**src/design/stereo_sad_block_match_core_macros.svh**
```systemverilog
// Assertion macros shared by the stereo SAD matcher.
`ifndef STEREO_SAD_BLOCK_MATCH_CORE_MACROS_SVH
`define STEREO_SAD_BLOCK_MATCH_CORE_MACROS_SVH
// implication checked every cycle outside reset
`define SSBM_ASSERT_IMP(label, clk, rst_n, a, c) \
    label: assert property (@(posedge clk) disable iff (!rst_n) (a) |-> (c)) \
        else $error("%m: check failed");
// next-cycle implication
`define SSBM_ASSERT_NEXT(label, clk, rst_n, a, c) \
    label: assert property (@(posedge clk) disable iff (!rst_n) (a) |=> (c)) \
        else $error("%m: check failed");
`endif

```
**src/design/ssbm_pkg.sv**
```systemverilog
// Types and constants of the stereo SAD block matcher.
package ssbm_pkg;
    localparam int MAX_WIDTH  = 512;
    localparam int MAX_HEIGHT = 512;
    localparam int XW = $clog2(MAX_WIDTH);
    localparam int YW = $clog2(MAX_HEIGHT);
    localparam int AW = XW + YW;
    localparam int PIX_W = 10;
    localparam int COST_W = 18;
    localparam logic [COST_W-1:0] COST_ABOVE_ALL = '1;

    localparam logic [2:0] REG_WIDTH  = 3'd0;
    localparam logic [2:0] REG_HEIGHT = 3'd1;
    localparam logic [2:0] REG_HX     = 3'd2;
    localparam logic [2:0] REG_HY     = 3'd3;
    localparam logic [2:0] REG_RANGE  = 3'd4;

    localparam logic KIND_LOAD  = 1'b0;
    localparam logic KIND_QUERY = 1'b1;

    typedef struct packed {
        logic       kind;
        logic [8:0] col;
        logic [8:0] row;
        logic [7:0] left_red;
        logic [7:0] left_green;
        logic [7:0] left_blue;
        logic [7:0] right_red;
        logic [7:0] right_green;
        logic [7:0] right_blue;
    } in_word_t;

    typedef struct packed {
        logic [8:0] out_col;
        logic [8:0] out_row;
        logic [6:0] disparity;
    } out_word_t;

    // controller -> datapath
    typedef struct packed {
        logic load;        // write pixel pair from held word
        logic q_init;      // latch query, clear best
        logic off_init;    // clear window cost, start window walk
        logic pix_issue;   // issue frame read, advance window counters
        logic off_done;    // compare and step offset
    } dp_cmd_t;

    // datapath -> controller
    typedef struct packed {
        logic no_offsets;  // search range is zero
        logic win_last;    // current read is the last of the window
        logic off_last;    // current offset is the last one
        logic acc_idle;    // read pipeline drained
    } dp_stat_t;
endpackage

```
**src/design/ssbm_ctrl.sv**
```systemverilog
// Controller: sequences loads and the offset by window SAD search of a query.
`include "stereo_sad_block_match_core_macros.svh"
module ssbm_ctrl (
    input  logic                clk,
    input  logic                rst_n,
    input  logic                start,
    input  logic                kind,
    input  ssbm_pkg::dp_stat_t  stat,
    output ssbm_pkg::dp_cmd_t   cmd,
    output logic                busy,
    output logic                done
);
    localparam logic [2:0] S_IDLE  = 3'd0;
    localparam logic [2:0] S_OINIT = 3'd1;
    localparam logic [2:0] S_PIX   = 3'd2;
    localparam logic [2:0] S_DRAIN = 3'd3;
    localparam logic [2:0] S_CMP   = 3'd4;
    localparam logic [2:0] S_DONE  = 3'd5;

    logic [2:0] state_reg, state_next;
    logic accept;
    assign accept = start && (state_reg == S_IDLE);

    always_comb begin
        state_next = state_reg;
        cmd = '0;
        unique case (state_reg)
            S_IDLE: begin
                if (start) begin
                    if (kind == ssbm_pkg::KIND_LOAD) begin
                        cmd.load = 1'b1;
                    end else begin
                        cmd.q_init = 1'b1;
                        state_next = stat.no_offsets ? S_DONE : S_OINIT;
                    end
                end
            end
            S_OINIT: begin
                cmd.off_init = 1'b1;
                state_next = S_PIX;
            end
            S_PIX: begin
                cmd.pix_issue = 1'b1;
                if (stat.win_last) state_next = S_DRAIN;
            end
            S_DRAIN: state_next = S_CMP;
            S_CMP: begin
                cmd.off_done = 1'b1;
                state_next = stat.off_last ? S_DONE : S_OINIT;
            end
            S_DONE: state_next = S_IDLE;
            default: state_next = S_IDLE;
        endcase
    end

    always_ff @(posedge clk or negedge rst_n) begin
        if (!rst_n) state_reg <= S_IDLE;
        else state_reg <= state_next;
    end

    assign busy = (state_reg != S_IDLE);
    assign done = (state_reg == S_DONE);

    `SSBM_ASSERT_NEXT(a_query_busy, clk, rst_n, accept && kind == ssbm_pkg::KIND_QUERY, busy)
    `SSBM_ASSERT_IMP(a_cmp_drained, clk, rst_n, state_reg == S_CMP, stat.acc_idle)
    `SSBM_ASSERT_NEXT(a_done_once, clk, rst_n, done, !done)
endmodule

```
**config.mk**
```make
export PLATFORM = sky130hd
export DESIGN_NAME = ssbm_ctrl
export DESIGN_NICKNAME = d
export VERILOG_FILES = /design/src/design/ssbm_pkg.sv /design/src/design/ssbm_ctrl.sv
export VERILOG_INCLUDE_DIRS = /design/src /design/src/design
export SDC_FILE = /design/constraint.sdc
export NUM_CORES = 1
export LEC_CHECK = 0
export BUFFER_PORTS_ARGS = -buffer_cell sky130_fd_sc_hd__buf_2
export CAP_MARGIN = 20
export CELL_PAD_IN_SITES_DETAIL_PLACEMENT = 1
export CELL_PAD_IN_SITES_GLOBAL_PLACEMENT = 1
export CORE_AREA = 2 2 39 41
export DETAILED_ROUTE_END_ITERATION = 10
export DIE_AREA = 0 0 41 43
export MAX_ROUTING_LAYER = met4
export PLACE_DENSITY = 0.58
export SLEW_MARGIN = 20
export SYNTH_ARGS = -nofsm -noshare
export SYNTH_HDL_FRONTEND = slang
export SYNTH_SLANG_ARGS = --single-unit
```
**constraint.sdc**
```tcl
create_clock -name clk -period 2.3 [get_ports clk]
set_input_delay 0.46 -clock clk [delete_from_list [all_inputs] [get_ports clk]]
set_output_delay 0.46 -clock clk [all_outputs]
set_load 0.01 [all_outputs]
```
Word-level counts from Yosys, hierarchy flattened. Index checks and enable logic that the tools add are counted. Widths: inputs -> output; s select.

$lt $le $gt $ge: 0. Equal/unequal tests: 8. Reduce and logical (&&, ||, !) cells: 3. Bitwise operators: 0. Div/mod/pow operators: 0. Add/sub/neg operators: 0. Mux-type cells: 13. Multipliers: 0. Shift-type cells: 0.

Operators with widths (count): $mux 3 (5); $pmux 3 s5 (1); $eq 3x2->1 const B (2); $eq 3x3->1 const B (2); $ne 2x2->1 const B (3); $mux 1 (5); $mux 2 (2); $eq 3x1->1 const B (1); $logic_not 3->1 (1); $reduce_and 3->1 (1); $reduce_bool 3->1 (1).

Output and inout bits: 7. Memories: 0. Latch bits: 0. Memory bits (writable): 0. Bits of input ports: 8. Register bits: 3. Word-level logic and storage cells: 25. Bits in read-only memories: 0.

Longest topological paths before layout.
Depth after elaboration: 4. Mapped depth: 4. Depth with buffers taken out: 3.

Worst setup path after synthesis. OpenSTA, ideal clock, no wires.

Path type: register -> output. Start: reg state_reg[0]. End: out cmd[4] (netlist bit). Setup slack: 0.863 ns. Data arrival time: 0.977 ns. Buffers on the path: 1. Stages on the path, launching flop included: 5. Data required time: 1.840 ns. Path through: dfrtp_1 clkbuf_2 nor3_1 nand2_1 nor2_1.

RTL lines: start: declaration (line ssbm_ctrl.sv:20) `logic [2:0] state_reg, state_next;`; start signal: assignment (line ssbm_ctrl.sv:58) `else state_reg <= state_next;`; end: declaration (line ssbm_ctrl.sv:9) `output ssbm_pkg::dp_cmd_t cmd,`.

==> flow_metrics.tcl <==
set metrics [dict create \
    cts_sinks 3 \
    start_util 0.1519 \
    reg2reg_depth 3 \
    setup_viol 0 \
    slew_viol_final 0 \
    root_buffer "clkbuf_4" \
    clock.fmax_mhz 549.3 \
    numPortBuffers 13 \
    pin_count 15 \
    rows 14 \
    rr_startpoint "state_reg[2]" \
    netlist_area_um2 210.2 \
    worstPathBufferInverterCount 1 \
    finalWorstSetupSlack_ns 0.4795 \
    vias 231 \
    fp.coreArea_um2 1384 \
    grt_pass1_wl_um 952 \
    internal_power_w 0.0002295 \
    detail-route-antenna-nets 0 \
    fin_util 0.2278 \
    place_area_um2 279.0 \
    first_pass_iters 4 \
    maxSlewHeadroom 0.7832 \
    cts_setup_buffers 0 \
    synth_seq_area_share 0.3571 \
    wl_um 534 \
    hp-start "stat[3]" \
    clk_pin_slew_worst_paths_ns 0.04 \
    cts_tree "yes" \
    crit_type "reg -> out" \
    die_width_um 41 \
    regToRegSetupSlack_ns 1.10 \
    fp.dieH_um 43 \
    tightest_slew_ns 0.3201 \
    ir_drop_uv 284.0 \
    nFillCells 173 \
    critPathRequiredTime_ns 1.84 \
    status "complete, no violations" \
    ys_seq_elements 3 \
    drive_gt1_frac 0.4634 \
    comb_power_share 0.448 \
    arrival_ns 1.36 \
    overflow 0 \
    finClkSkew_ns 0.0004694 \
    yosysTopAreaCellShare 0.3571 \
    drc 0 \
    largest_reg_flops 3 \
    cts_max_level 1 \
    synthCells 25 \
    critPathMaxStageDelay_ns 0.47 \
    nets 50 \
    cp-start-kind "flop" \
    place_congestion 0.6634 \
    vias_per_cell 4.053 \
    cellLeakagePower_nw 0.1648 \
    preCtsSetupSlack_ns 0.7279 \
    post_cts_resized 0 \
    antenna_cells 0 \
    ys_warn_count 0 \
    period_needed_ns 1.820 \
    reg2reg_to "state_reg[2]" \
    power.switching_w 0.0001680 \
    syn_nets 33 \
    hold_depth 3 \
    critical_path.max_fanout 10 \
    cp_top_family "simple AND/OR/NAND/NOR gates" \
    p_seq_frac 0.311 \
    yosys.area.top_type "dfrtp_1" \
    dieArea_um2 1763 \
    rsz0062_at_grt "no" \
    grt_max_degree 11 \
    antenna_found_initial 0 \
    p_sw_frac 0.4226 \
    wl_per_cell_um 9.368 \
    endpoint_kind "output port" \
    syn2layout_area_growth_pct 50.00 \
    setup_tns_ns 0 \
    power_w 0.0003975 \
    hold_violations 0 \
    cellPowerDensity_nw_per_um2 1261 \
    grt_pass1_vias 235 \
    final_area_um2 315.3 \
    crit_chain "nor3_1, and3_1, buf_2" \
    ys_types 18 \
    drv_cap 0 \
    cts-buffers-inserted 3 \
    clockPowerShare 0.240 \
    cp_slowest_cell "dfrtp_1" \
    synth.avg_cell_area_um2 8.408 \
    clockBufferDepth 2 \
    min_period_over_period 0.7915 \
    ys_top_cells_by_area "dfrtp_1, nand3b_1, a2111o_1" \
    holdPathEnd "state_reg[2]" \
    drt-initial-drc-count 2 \
    clock_latency_ns 0.24 \
    hp-class "in -> reg" \
    dp_hpwl_um 400.8 \
    grtUsageTotal 0.08988 \
]
-- Yosys cell counts, drive strengths merged --
cell type	instances
dfrtp	3
nor2	3
and3	2
inv	2
nand3b	2
nor3	2
a2111o	1
a31oi	1
and2	1
buf	1
clkbuf	1
nand2	1
nand3	1
nor3b	1
o21ai	1
o311ai	1
or2	1
-- how the worst max path moves through the flow --
| stage | start | endpoint | slack (ns) | cells after the start |
|---|---|---|---|---|
| after floorplan | state_reg[0] | cmd[4] | 0.86 | 4 |
| after global placement | state_reg[2] | cmd[3] | 0.73 | 3 |
| after detailed placement | state_reg[2] | cmd[3] | 0.73 | 3 |
| after CTS | state_reg[2] | cmd[3] | 0.47 | 3 |
| after global routing | state_reg[2] | cmd[4] | 0.32 | 4 |
| final | state_reg[2] | cmd[3] | 0.48 | 3 |
-- cell usage in the layout (no fill, tap or decap) --
cell type / count
nand2_1: 1
o21ai_0: 1
a31oi_1: 1
clkbuf_4: 3
nand3b_1: 2
clkbuf_1: 1
nor3b_1: 1
buf_2: 13
dlygate4sd3_1: 1
dfrtp_1: 3
nor3_1: 2
o311ai_1: 1
and3_2: 1
or2_2: 1
nand3_1: 1
and2_2: 1
and3_1: 1
inv_1: 2
nor2_1: 3
a2111o_1: 1
-- tightest hold or removal path, delay by kind of cell --
| kind | cells | cell delay [ns] |
|---|---|---|
| buffers and inverters | 1 | 0.09 |
| and+or+nand+nor | 1 | 0.07 |
| AOI/OAI and AO/OA | 1 | 0.07 |
-- routing by layer --
| metal | vias to the layer above | GRT usage | wire length [µm] |
|---|---|---|---|
| met5 | - | - | 0 |
| met3 | 2 | 0.03141 | 35 |
| met1 | 96 | 0.1010 | 244 |
| li1 | 123 | - | - |
| met2 | 10 | 0.1094 | 240 |
| met4 | 0 | 0.1000 | 14 |
-- logic make-up (layout without fill, tap and decap cells) --
kind of cell | count (synthesis) | in the layout | share of synthesized area
compound gates | 4 | 4 | 0.1488
flops | 3 | 3 | 0.3571
simple gates | 14 | 14 | 0.3810
buf+inv | 4 | 20 | 0.1131
-- power by group through the flow --
stage           clock, W  sequential, W  combinational [W]
2_1_floorplan          0      0.0000911           0.000160
5_1_grt         0.000106       0.000132           0.000206
3_3_place_gp           0       0.000125           0.000179
3_5_place_dp           0       0.000125           0.000181
6_report       0.0000954       0.000124           0.000178
4_1_cts        0.0000995       0.000125           0.000181
-- cell type report --
cell class / count / area, µm² / share of cell area
clock buffer: 4 / 26.28 / 0.08333
inverter: 2 / 7.507 / 0.02381
multi-input combinational: 18 / 111.4 / 0.3532
sequential: 3 / 75.07 / 0.2381
tap: 16 / 20.02 / 0.06349
timing repair buffer: 14 / 75.07 / 0.2381
-- timing repair --
item	in CTS	in global routing
hold buffers	0	1
endpoints found under the hold margin	0	1
endpoints found under the setup margin	0	0
-- metrics by stage --
stage / hold slack [ns] / instances
5_1_grt: 0.5191 / 57
3_5_place_dp: 0.2578 / 52
4_1_cts: 0.003930 / 56
3_3_place_gp: 0.2565 / 52
6_report: 0.4968 / 57
2_1_floorplan: 0.1644 / 25
Note: power is estimated with default switching activity, not from simulation.
